`config.mk`:
```
export PLATFORM = sky130hd
export DESIGN_NAME = rpn_stack_calculator
export DESIGN_NICKNAME = d
export VERILOG_FILES = /design/src/design/rpn_pkg.sv /design/src/design/rpn_ram.sv /design/src/design/rpn_div.sv /design/src/design/rpn_stack_calculator.sv
export VERILOG_INCLUDE_DIRS = /design/src /design/src/design
export SDC_FILE = /design/constraint.sdc
export NUM_CORES = 2
export LEC_CHECK = 0
export BUFFER_PORTS_ARGS = -buffer_cell sky130_fd_sc_hd__buf_4
export CAP_MARGIN = 0
export CORE_MARGIN = 3
export CORE_UTILIZATION = 65
export DETAILED_ROUTE_END_ITERATION = 7
export GPL_TIMING_DRIVEN = 0
export PLACE_DENSITY = 0.82
export SYNTH_ARGS = -nofsm -noshare
export SYNTH_HDL_FRONTEND = slang
export SYNTH_SLANG_ARGS = --single-unit
export TNS_END_PERCENT = 50
```
`constraint.sdc`:
```
create_clock -name clk -period 9.7 [get_ports clk]
set_clock_uncertainty 0.05 [all_clocks]
set_input_delay 0.97 -clock clk [delete_from_list [all_inputs] [get_ports clk]]
set_output_delay 0.97 -clock clk [all_outputs]
set_load 0.02 [all_outputs]
```
`src/design/assert_macros.svh`:
```
// assertion macros shared by the rtl that checks itself
// no dependencies
`ifndef ASSERT_MACROS_SVH
`define ASSERT_MACROS_SVH

// same-cycle implication, checked outside reset
`define RPN_ASSERT_IMPLY(label, clk, rst_n, ante, cons, msg) \
    label: assert property (@(posedge clk) disable iff (!rst_n) (ante) |-> (cons)) \
        else $error(msg);

// next-cycle implication, checked outside reset
`define RPN_ASSERT_NEXT(label, clk, rst_n, ante, cons, msg) \
    label: assert property (@(posedge clk) disable iff (!rst_n) (ante) |=> (cons)) \
        else $error(msg);

`endif

```
`src/design/rpn_pkg.sv`:
```
// shared types and constants of the rpn stack calculator
// no dependencies
`timescale 1ns / 1ps

package rpn_pkg;

    localparam int unsigned DEF_STACK_DEPTH = 16;
    localparam int unsigned DATA_W          = 32;
    localparam int unsigned DEPTH_W         = 5;
    localparam int unsigned STATUS_W        = 3;

    typedef enum logic [1:0] {
        ACT_PUSH = 2'd0,
        ACT_OP   = 2'd1,
        ACT_END  = 2'd2,
        ACT_NONE = 2'd3
    } action_t;

    typedef enum logic [1:0] {
        OP_ADD = 2'd0,
        OP_SUB = 2'd1,
        OP_MUL = 2'd2,
        OP_DIV = 2'd3
    } op_t;

    typedef enum logic [STATUS_W-1:0] {
        ST_OK        = 3'd0,
        ST_OVERFLOW  = 3'd1,
        ST_UNDERFLOW = 3'd2,
        ST_DIVZERO   = 3'd3,
        ST_MALFORMED = 3'd4
    } status_t;

    typedef struct packed {
        logic              start;
        logic [DATA_W-1:0] num;
        logic [DATA_W-1:0] den;
    } div_req_t;

    typedef struct packed {
        logic              done;
        logic [DATA_W-1:0] quot;
    } div_rsp_t;

endpackage

```
`src/design/rpn_ram.sv`:
```
// generic single-port-write, single-port-read ram with registered read data
// no dependencies
`timescale 1ns / 1ps

module rpn_ram #(
    parameter int unsigned WIDTH = 32,
    parameter int unsigned DEPTH = 16
) (
    input  logic                     clk,
    input  logic                     we,
    input  logic [$clog2(DEPTH)-1:0] waddr,
    input  logic [WIDTH-1:0]         wdata,
    input  logic                     re,
    input  logic [$clog2(DEPTH)-1:0] raddr,
    output logic [WIDTH-1:0]         rdata
);

    logic [WIDTH-1:0] mem [DEPTH];
    logic [WIDTH-1:0] rdata_reg;

    always_ff @(posedge clk)
    begin
        if (we)
        begin
            mem[waddr] <= wdata;
        end
        if (re)
        begin
            rdata_reg <= mem[raddr];
        end
    end

    assign rdata = rdata_reg;

endmodule

```
`src/design/rpn_div.sv`:
```
// iterative signed 32-bit divider, one quotient bit per cycle, truncates toward zero
// depends on rpn_pkg
`timescale 1ns / 1ps

module rpn_div (
    input  logic              clk,
    input  logic              rst_n,
    input  rpn_pkg::div_req_t req,
    output rpn_pkg::div_rsp_t rsp
);
    import rpn_pkg::*;

    localparam int unsigned STEP_W = $clog2(DATA_W);

    logic              busy_reg, busy_next;
    logic              done_reg, done_next;
    logic [STEP_W-1:0] step_reg, step_next;
    logic [DATA_W-1:0] rem_reg, rem_next;
    logic [DATA_W-1:0] quo_reg, quo_next;
    logic [DATA_W-1:0] den_reg, den_next;
    logic              neg_reg, neg_next;

    logic [DATA_W:0]   shifted;
    logic [DATA_W:0]   trial;

    function automatic logic [DATA_W-1:0] mag(input logic [DATA_W-1:0] v);
        mag = v[DATA_W-1] ? (~v + DATA_W'(1)) : v;
    endfunction

    always_comb
    begin
        shifted   = {rem_reg, quo_reg[DATA_W-1]};
        trial     = shifted - {1'b0, den_reg};
        busy_next = busy_reg;
        done_next = 1'b0;
        step_next = step_reg;
        rem_next  = rem_reg;
        quo_next  = quo_reg;
        den_next  = den_reg;
        neg_next  = neg_reg;
        if (req.start)
        begin
            busy_next = 1'b1;
            step_next = '0;
            rem_next  = '0;
            quo_next  = mag(req.num);
            den_next  = mag(req.den);
            neg_next  = req.num[DATA_W-1] ^ req.den[DATA_W-1];
        end
        else if (busy_reg)
        begin
            // restoring step
            if (!trial[DATA_W])
            begin
                rem_next = trial[DATA_W-1:0];
                quo_next = {quo_reg[DATA_W-2:0], 1'b1};
            end
            else
            begin
                rem_next = shifted[DATA_W-1:0];
                quo_next = {quo_reg[DATA_W-2:0], 1'b0};
            end
            step_next = step_reg + STEP_W'(1);
            if (step_reg == STEP_W'(DATA_W - 1))
            begin
                busy_next = 1'b0;
                done_next = 1'b1;
            end
        end
    end

    always_ff @(posedge clk or negedge rst_n)
    begin
        if (!rst_n)
        begin
            busy_reg <= 1'b0;
            done_reg <= 1'b0;
            step_reg <= '0;
        end
        else
        begin
            busy_reg <= busy_next;
            done_reg <= done_next;
            step_reg <= step_next;
        end
    end

    always_ff @(posedge clk)
    begin
        rem_reg <= rem_next;
        quo_reg <= quo_next;
        den_reg <= den_next;
        neg_reg <= neg_next;
    end

    assign rsp.done = done_reg;
    assign rsp.quot = neg_reg ? (~quo_reg + DATA_W'(1)) : quo_reg;

endmodule

```
`src/design/rpn_stack_calculator.sv`:
```
// rpn stack calculator: evaluates integer reverse polish expressions on a bounded stack
// depends on rpn_pkg, rpn_ram, rpn_div and assert_macros.svh
//
// usage:
//   one request in (action, operand, operator_code) gives exactly one result out
//   (top_value, depth, status, final_res). both channels handshake with valid and
//   stall; a transfer happens on a clock edge with valid high and stall low.
//   requests are handled one at a time: in_stall stays high from the accepting edge
//   until the result has moved into the output register.
//   steps from accept to the output register: push, end, unused action, overflow,
//     underflow: decode, output load; add, subtract, multiply: stack read, execute,
//     write back, output load; divide: the same, with the bit-serial divider taking
//     32 steps before write back; divide by zero: stack read, execute, output load
//   the stack entries live in a ram with registered read; the top entry is also
//   kept in a register, so only the entry below it is read from the ram.
//   a finished result sits in the output register while the receiver stalls, and
//   the next request is still taken and worked on meanwhile; it waits before
//   its own output load until the register frees up.
//   reset empties the stack at once (count to zero), no clearing pass is needed;
//   ram contents stay undefined and are never read below an unwritten entry.
`timescale 1ns / 1ps
`include "assert_macros.svh"

module rpn_stack_calculator #(
    parameter int unsigned STACK_DEPTH = rpn_pkg::DEF_STACK_DEPTH
) (
    input  logic                          clk,
    input  logic                          rst_n,
    // request channel
    input  logic                          in_valid,
    output logic                          in_stall,
    input  logic [1:0]                    action,
    input  logic signed [rpn_pkg::DATA_W-1:0] operand,
    input  logic [1:0]                    operator_code,
    // result channel
    output logic                          out_valid,
    input  logic                          out_stall,
    output logic signed [rpn_pkg::DATA_W-1:0] top_value,
    output logic [rpn_pkg::DEPTH_W-1:0]   depth,
    output logic [rpn_pkg::STATUS_W-1:0]  status,
    output logic                          final_res
);
    import rpn_pkg::*;

    localparam int unsigned CNT_W  = $clog2(STACK_DEPTH + 1);
    localparam int unsigned ADDR_W = $clog2(STACK_DEPTH);

    // sequencer states, one-hot
    typedef enum logic [5:0] {
        S_IDLE   = 6'b000001,
        S_DECODE = 6'b000010,
        S_EXEC   = 6'b000100,
        S_DIV    = 6'b001000,
        S_WB     = 6'b010000,
        S_OUT    = 6'b100000
    } state_t;

    state_t            state_reg, state_next;
    logic [CNT_W-1:0]  cnt_reg, cnt_next;
    logic [DATA_W-1:0] top_reg, top_next;     // cached top of stack, zero when empty

    // latched request
    action_t           act_reg, act_next;
    logic [DATA_W-1:0] opnd_reg, opnd_next;
    op_t               code_reg, code_next;

    // pending result
    logic [DATA_W-1:0] r_reg, r_next;
    logic [DATA_W-1:0] res_top_reg, res_top_next;
    status_t           res_st_reg, res_st_next;
    logic              res_fin_reg, res_fin_next;

    // output register
    logic                out_valid_reg, out_valid_next;
    logic [DATA_W-1:0]   out_top_reg;
    logic [DEPTH_W-1:0]  out_depth_reg;
    status_t             out_st_reg;
    logic                out_fin_reg;
    logic                out_load;

    // stack ram
    logic              ram_we;
    logic [ADDR_W-1:0] ram_waddr;
    logic [DATA_W-1:0] ram_wdata;
    logic              ram_re;
    logic [DATA_W-1:0] ram_rdata;
    logic [CNT_W-1:0]  below_cnt;
    logic [ADDR_W-1:0] below_addr;
    logic [ADDR_W-1:0] push_addr;

    div_req_t          div_req;
    div_rsp_t          div_rsp;

    logic              in_take;

    assign in_stall  = (state_reg != S_IDLE);
    assign in_take   = in_valid && !in_stall;
    assign below_cnt  = cnt_reg - CNT_W'(2);
    assign below_addr = below_cnt[ADDR_W-1:0];
    assign push_addr  = cnt_reg[ADDR_W-1:0];
    assign out_load   = (state_reg == S_OUT) && (!out_valid_reg || !out_stall);

    rpn_ram #(
        .WIDTH (DATA_W),
        .DEPTH (STACK_DEPTH)
    ) u_stack_ram (
        .clk   (clk),
        .we    (ram_we),
        .waddr (ram_waddr),
        .wdata (ram_wdata),
        .re    (ram_re),
        .raddr (below_addr),
        .rdata (ram_rdata)
    );

    rpn_div u_div (
        .clk   (clk),
        .rst_n (rst_n),
        .req   (div_req),
        .rsp   (div_rsp)
    );

    always_comb
    begin
        state_next   = state_reg;
        cnt_next     = cnt_reg;
        top_next     = top_reg;
        act_next     = act_reg;
        opnd_next    = opnd_reg;
        code_next    = code_reg;
        r_next       = r_reg;
        res_top_next = res_top_reg;
        res_st_next  = res_st_reg;
        res_fin_next = res_fin_reg;
        ram_we       = 1'b0;
        ram_waddr    = push_addr;
        ram_wdata    = opnd_reg;
        ram_re       = 1'b0;
        div_req.start = 1'b0;
        div_req.num   = ram_rdata;
        div_req.den   = top_reg;

        case (state_reg)
            S_IDLE:
            begin
                if (in_take)
                begin
                    act_next   = action_t'(action);
                    opnd_next  = operand;
                    code_next  = op_t'(operator_code);
                    state_next = S_DECODE;
                end
            end
            S_DECODE:
            begin
                res_st_next  = ST_OK;
                res_fin_next = 1'b0;
                res_top_next = top_reg;
                state_next   = S_OUT;
                case (act_reg)
                    ACT_PUSH:
                    begin
                        if (cnt_reg == CNT_W'(STACK_DEPTH))
                        begin
                            res_st_next = ST_OVERFLOW;
                        end
                        else
                        begin
                            ram_we       = 1'b1;
                            cnt_next     = cnt_reg + CNT_W'(1);
                            top_next     = opnd_reg;
                            res_top_next = opnd_reg;
                        end
                    end
                    ACT_OP:
                    begin
                        if (cnt_reg < CNT_W'(2))
                        begin
                            res_st_next = ST_UNDERFLOW;
                        end
                        else
                        begin
                            // fetch b, the entry under the cached top
                            ram_re     = 1'b1;
                            state_next = S_EXEC;
                        end
                    end
                    ACT_END:
                    begin
                        res_fin_next = 1'b1;
                        cnt_next     = '0;
                        top_next     = '0;
                        if (cnt_reg == CNT_W'(1))
                        begin
                            res_top_next = top_reg;
                        end
                        else
                        begin
                            res_top_next = '0;
                            res_st_next  = ST_MALFORMED;
                        end
                    end
                    default:
                    begin
                        // unused action: report current top and depth
                        res_top_next = top_reg;
                    end
                endcase
            end
            S_EXEC:
            begin
                state_next = S_WB;
                case (code_reg)
                    OP_ADD:
                    begin
                        r_next = ram_rdata + top_reg;
                    end
                    OP_SUB:
                    begin
                        r_next = ram_rdata - top_reg;
                    end
                    OP_MUL:
                    begin
                        r_next = ram_rdata * top_reg;
                    end
                    default:
                    begin
                        if (top_reg == '0)
                        begin
                            res_st_next  = ST_DIVZERO;
                            res_top_next = top_reg;
                            state_next   = S_OUT;
                        end
                        else
                        begin
                            div_req.start = 1'b1;
                            state_next    = S_DIV;
                        end
                    end
                endcase
            end
            S_DIV:
            begin
                if (div_rsp.done)
                begin
                    r_next     = div_rsp.quot;
                    state_next = S_WB;
                end
            end
            S_WB:
            begin
                // result replaces b, the stack shrinks by one
                ram_we       = 1'b1;
                ram_waddr    = below_addr;
                ram_wdata    = r_reg;
                cnt_next     = cnt_reg - CNT_W'(1);
                top_next     = r_reg;
                res_top_next = r_reg;
                state_next   = S_OUT;
            end
            S_OUT:
            begin
                if (out_load)
                begin
                    state_next = S_IDLE;
                end
            end
            default:
            begin
                state_next = S_IDLE;
            end
        endcase
    end

    always_comb
    begin
        out_valid_next = out_valid_reg;
        if (out_load)
        begin
            out_valid_next = 1'b1;
        end
        else if (out_valid_reg && !out_stall)
        begin
            out_valid_next = 1'b0;
        end
    end

    always_ff @(posedge clk or negedge rst_n)
    begin
        if (!rst_n)
        begin
            state_reg     <= S_IDLE;
            cnt_reg       <= '0;
            top_reg       <= '0;
            out_valid_reg <= 1'b0;
        end
        else
        begin
            state_reg     <= state_next;
            cnt_reg       <= cnt_next;
            top_reg       <= top_next;
            out_valid_reg <= out_valid_next;
        end
    end

    always_ff @(posedge clk)
    begin
        act_reg     <= act_next;
        opnd_reg    <= opnd_next;
        code_reg    <= code_next;
        r_reg       <= r_next;
        res_top_reg <= res_top_next;
        res_st_reg  <= res_st_next;
        res_fin_reg <= res_fin_next;
        if (out_load)
        begin
            out_top_reg   <= res_top_reg;
            out_depth_reg <= DEPTH_W'(cnt_reg);
            out_st_reg    <= res_st_reg;
            out_fin_reg   <= res_fin_reg;
        end
    end

    assign out_valid = out_valid_reg;
    assign top_value = out_top_reg;
    assign depth     = out_depth_reg;
    assign status    = out_st_reg;
    assign final_res = out_fin_reg;

    // stack count never goes past the configured depth
    `RPN_ASSERT_IMPLY(a_cnt_bound, clk, rst_n, 1'b1, cnt_reg <= CNT_W'(STACK_DEPTH), "stack count over depth")
    // an accepted request always starts the sequencer
    `RPN_ASSERT_NEXT(a_take_busy, clk, rst_n, in_take, state_reg == S_DECODE, "accepted request not decoded")
    // divider is never started with a zero divisor
    `RPN_ASSERT_IMPLY(a_div_nonzero, clk, rst_n, div_req.start, div_req.den != '0, "divide started on zero")
    // an end result always reports an empty stack
    `RPN_ASSERT_IMPLY(a_end_empty, clk, rst_n, out_valid && final_res, depth == '0, "end result with entries left")

endmodule

```
==> flow_summary.toml <==
[status]
outcome = "finished, violations left"
violations = "design-rule violations"

[logic_synthesis]
synth_edf_count = 754
synthTopCellsByArea = "edfxtp_1, fa_1, mux4_2"
yosysTopAreaCell = "edfxtp_1"
synth_top_area_frac = 0.422
synth_flop_cell = "edfxtp_1"
syn_inst = 4373
synth-seq-cells = 837
ys_types = 77
synthesis.area_mm2 = 0.0537
syn_area_per_cell_um2 = 12.3
seq_area_frac_synth = 0.458
yosysWarnings = 0
async_reset_ff_frac = 0.0609
syn_nets = 5025

[final_layout]
largest_register_ffs = 512
layout_common_cells = "edfxtp_1, nand2_1, inv_1, fa_1, and2_1"
final.fill_count = 5171
finalNetCount = 5216
synthToLayoutAreaGrowth_pct = 10.2
fin_util = 0.728
regMostFlops = "u_stack_ram.mem"
drive_above_1_share = 0.0970
final_common_cell = "edfxtp_1"
seqCellArea_mm2 = 0.0246
fin_area_mm2 = 0.0591
multi_input_area_mm2 = 0.0265

[placed_design]
io_buffers = 82
place_hpwl_um = 128000
globalplace.congestion = 1.04
place_area_mm2 = 0.0563

[setup_path]
crit_buf_inv = 5
cp.required_ns = 10.03
cp_cell_sequence = "clkbuf_1, clkbuf_1, nand2_1, fa_1, inv_1, fa_1, inv_1, fa_1, fa_1, inv_1, fa_1, fa_1, fa_1, fa_1, ha_1, a21oi_1, o21ai_0, a211oi_1, nor2_1, a21oi_1, o2bb2ai_1, o21ai_0, xnor2_1, a221oi_1"
crit_top_cell = "fa_1"
crit_fanout = 10
max_stage_delay_ns = 0.90
crit_family = "adder cells"
path_class = "flop to flop"
end_kind = "flop"
cp-start-kind = "flop"
cp_slowest_cell = "clkbuf_1"
arrival_ns = 9.60

[grt]
grt_pass1_vias = 39413
grt_util_all_layers = 0.423
grt_max_degree = 52
antenna_found_initial = 11
overflow = 0
grt_pass1_wl_um = 262000

[sta]
finalCriticalPeriod_ns = 9.27
slew_viol_final = 0
final_hold_viol_count = 0
worst_pin_slew_ns = 1.37
fmax_mhz = 108
maxSlewHeadroom = 0.0876
finalCritPeriodShare = 0.956
setup-violations-final = 0
grt_setup_unrepaired = "false"

[floorplan]
die_w_um = 293
rows = 104
core-area_mm2 = 0.0812
num_io_pins = 83
chipHeight_um = 293
start_util = 0.661
die_area_mm2 = 0.0860

[clock_tree]
holdBufCountCts = 0
htreeDepth = 3
clock_latency_ns = 0.68
clock_sink_count = 837
cts_resized = 0
tritoncts = "built"
clock-root-buffer = "clkbuf_16"
path_clk_slew_ns = 0.07
numCtsBuffers = 84
postCtsSetupBuffers = 0
cts_max_path_buffers = 3

[routing]
drt-initial-drc-count = 5677
antenna_left = 0
drc_errors = 106
wirelength_um = 181000
first_pass_iters = 8
via_per_inst = 6.84
route.detailed.wl_per_inst_um = 31.7
num_vias = 38941

[run]
maxCapViolations = 0

[hold_path]
min-delay-path-class = "primary input to async pin"
[final cells by class]
cell class / instances / share of cell area
Timing Repair Buffer: 105 / 0.0188
Buffer: 253 / 0.0165
Sequential cell: 837 / 0.415
Multi-Input combinational cell: 2803 / 0.448
Clock inverter: 47 / 0.0104
Tap cell: 1060 / 0.0224
Clock buffer: 106 / 0.0375
Antenna cell: 4 / 0.000169
Inverter: 480 / 0.0305
[worst paths after layout]
check	startpoint	to	slack (ns)	cells past startpoint
max	u_stack_ram.rdata[3]	r_reg[31]	0.43	24
min	rst_n	u_div.step_reg[0]	0.34	1
max reg2reg	u_stack_ram.rdata[3]	r_reg[31]	0.43	24
min reg2reg	res_top_reg[5]	top_value[5]	0.37	0
max in group asynchronous	rst_n	top_reg[11]	8.66	1
min in group clk	res_top_reg[5]	top_value[5]	0.37	0
[cell usage after synthesis (all sizes together), types with 12 or more instances]
cell / count
a211oi: 25
a21o: 29
a21oi: 128
a222oi: 32
a22oi: 40
a31oi: 15
and2: 313
and3: 12
buf: 24
clkbuf: 229
dfrtp: 50
dfxtp: 32
edfxtp: 754
fa: 410
ha: 202
inv: 479
mux2i: 30
mux4: 160
nand2: 503
nand2b: 25
nand3: 36
nand4: 12
nor2: 137
nor2b: 23
nor3: 35
o21a: 20
o21ai: 169
o31ai: 27
or3: 21
xnor2: 163
xor2: 92
[layer usage]
metal | GRT usage | wire (µm)
met1 | 0.516 | 59200
met5 | 0 | 63
met2 | 0.662 | 82800
met4 | 0.295 | 16000
met3 | 0.117 | 22500
[through the flow]
| step | hold WS, ns | TNS, ns | std cells | setup slack (ns) |
|---|---|---|---|---|
| floorplan | 0.350 | 0 | 4373 | 2.60 |
| global placement | 0.353 | -0.311 | 5515 | -0.311 |
| detailed placement | 0.355 | 0 | 5538 | 0.773 |
| CTS | 0.345 | 0 | 5691 | 0.777 |
| global route | 0.365 | 0 | 5691 | 0.282 |
| finish | 0.338 | 0 | 5695 | 0.431 |
[logic make-up (layout without fill, tap and decap cells)]
group	after synthesis	in the layout	synth area share
flops	837	837	0.458
buf+inv	733	991	0.0517
xor+xnor	255	255	0.0416
fa+ha+maj	612	612	0.200
compound gates	584	584	0.0708
other cells	0	4	0
simple gates	1161	1161	0.105
mux	191	191	0.0729
Power is not shown: default switching activity piles up to over one toggle a cycle in this logic, so the estimate is an artifact.
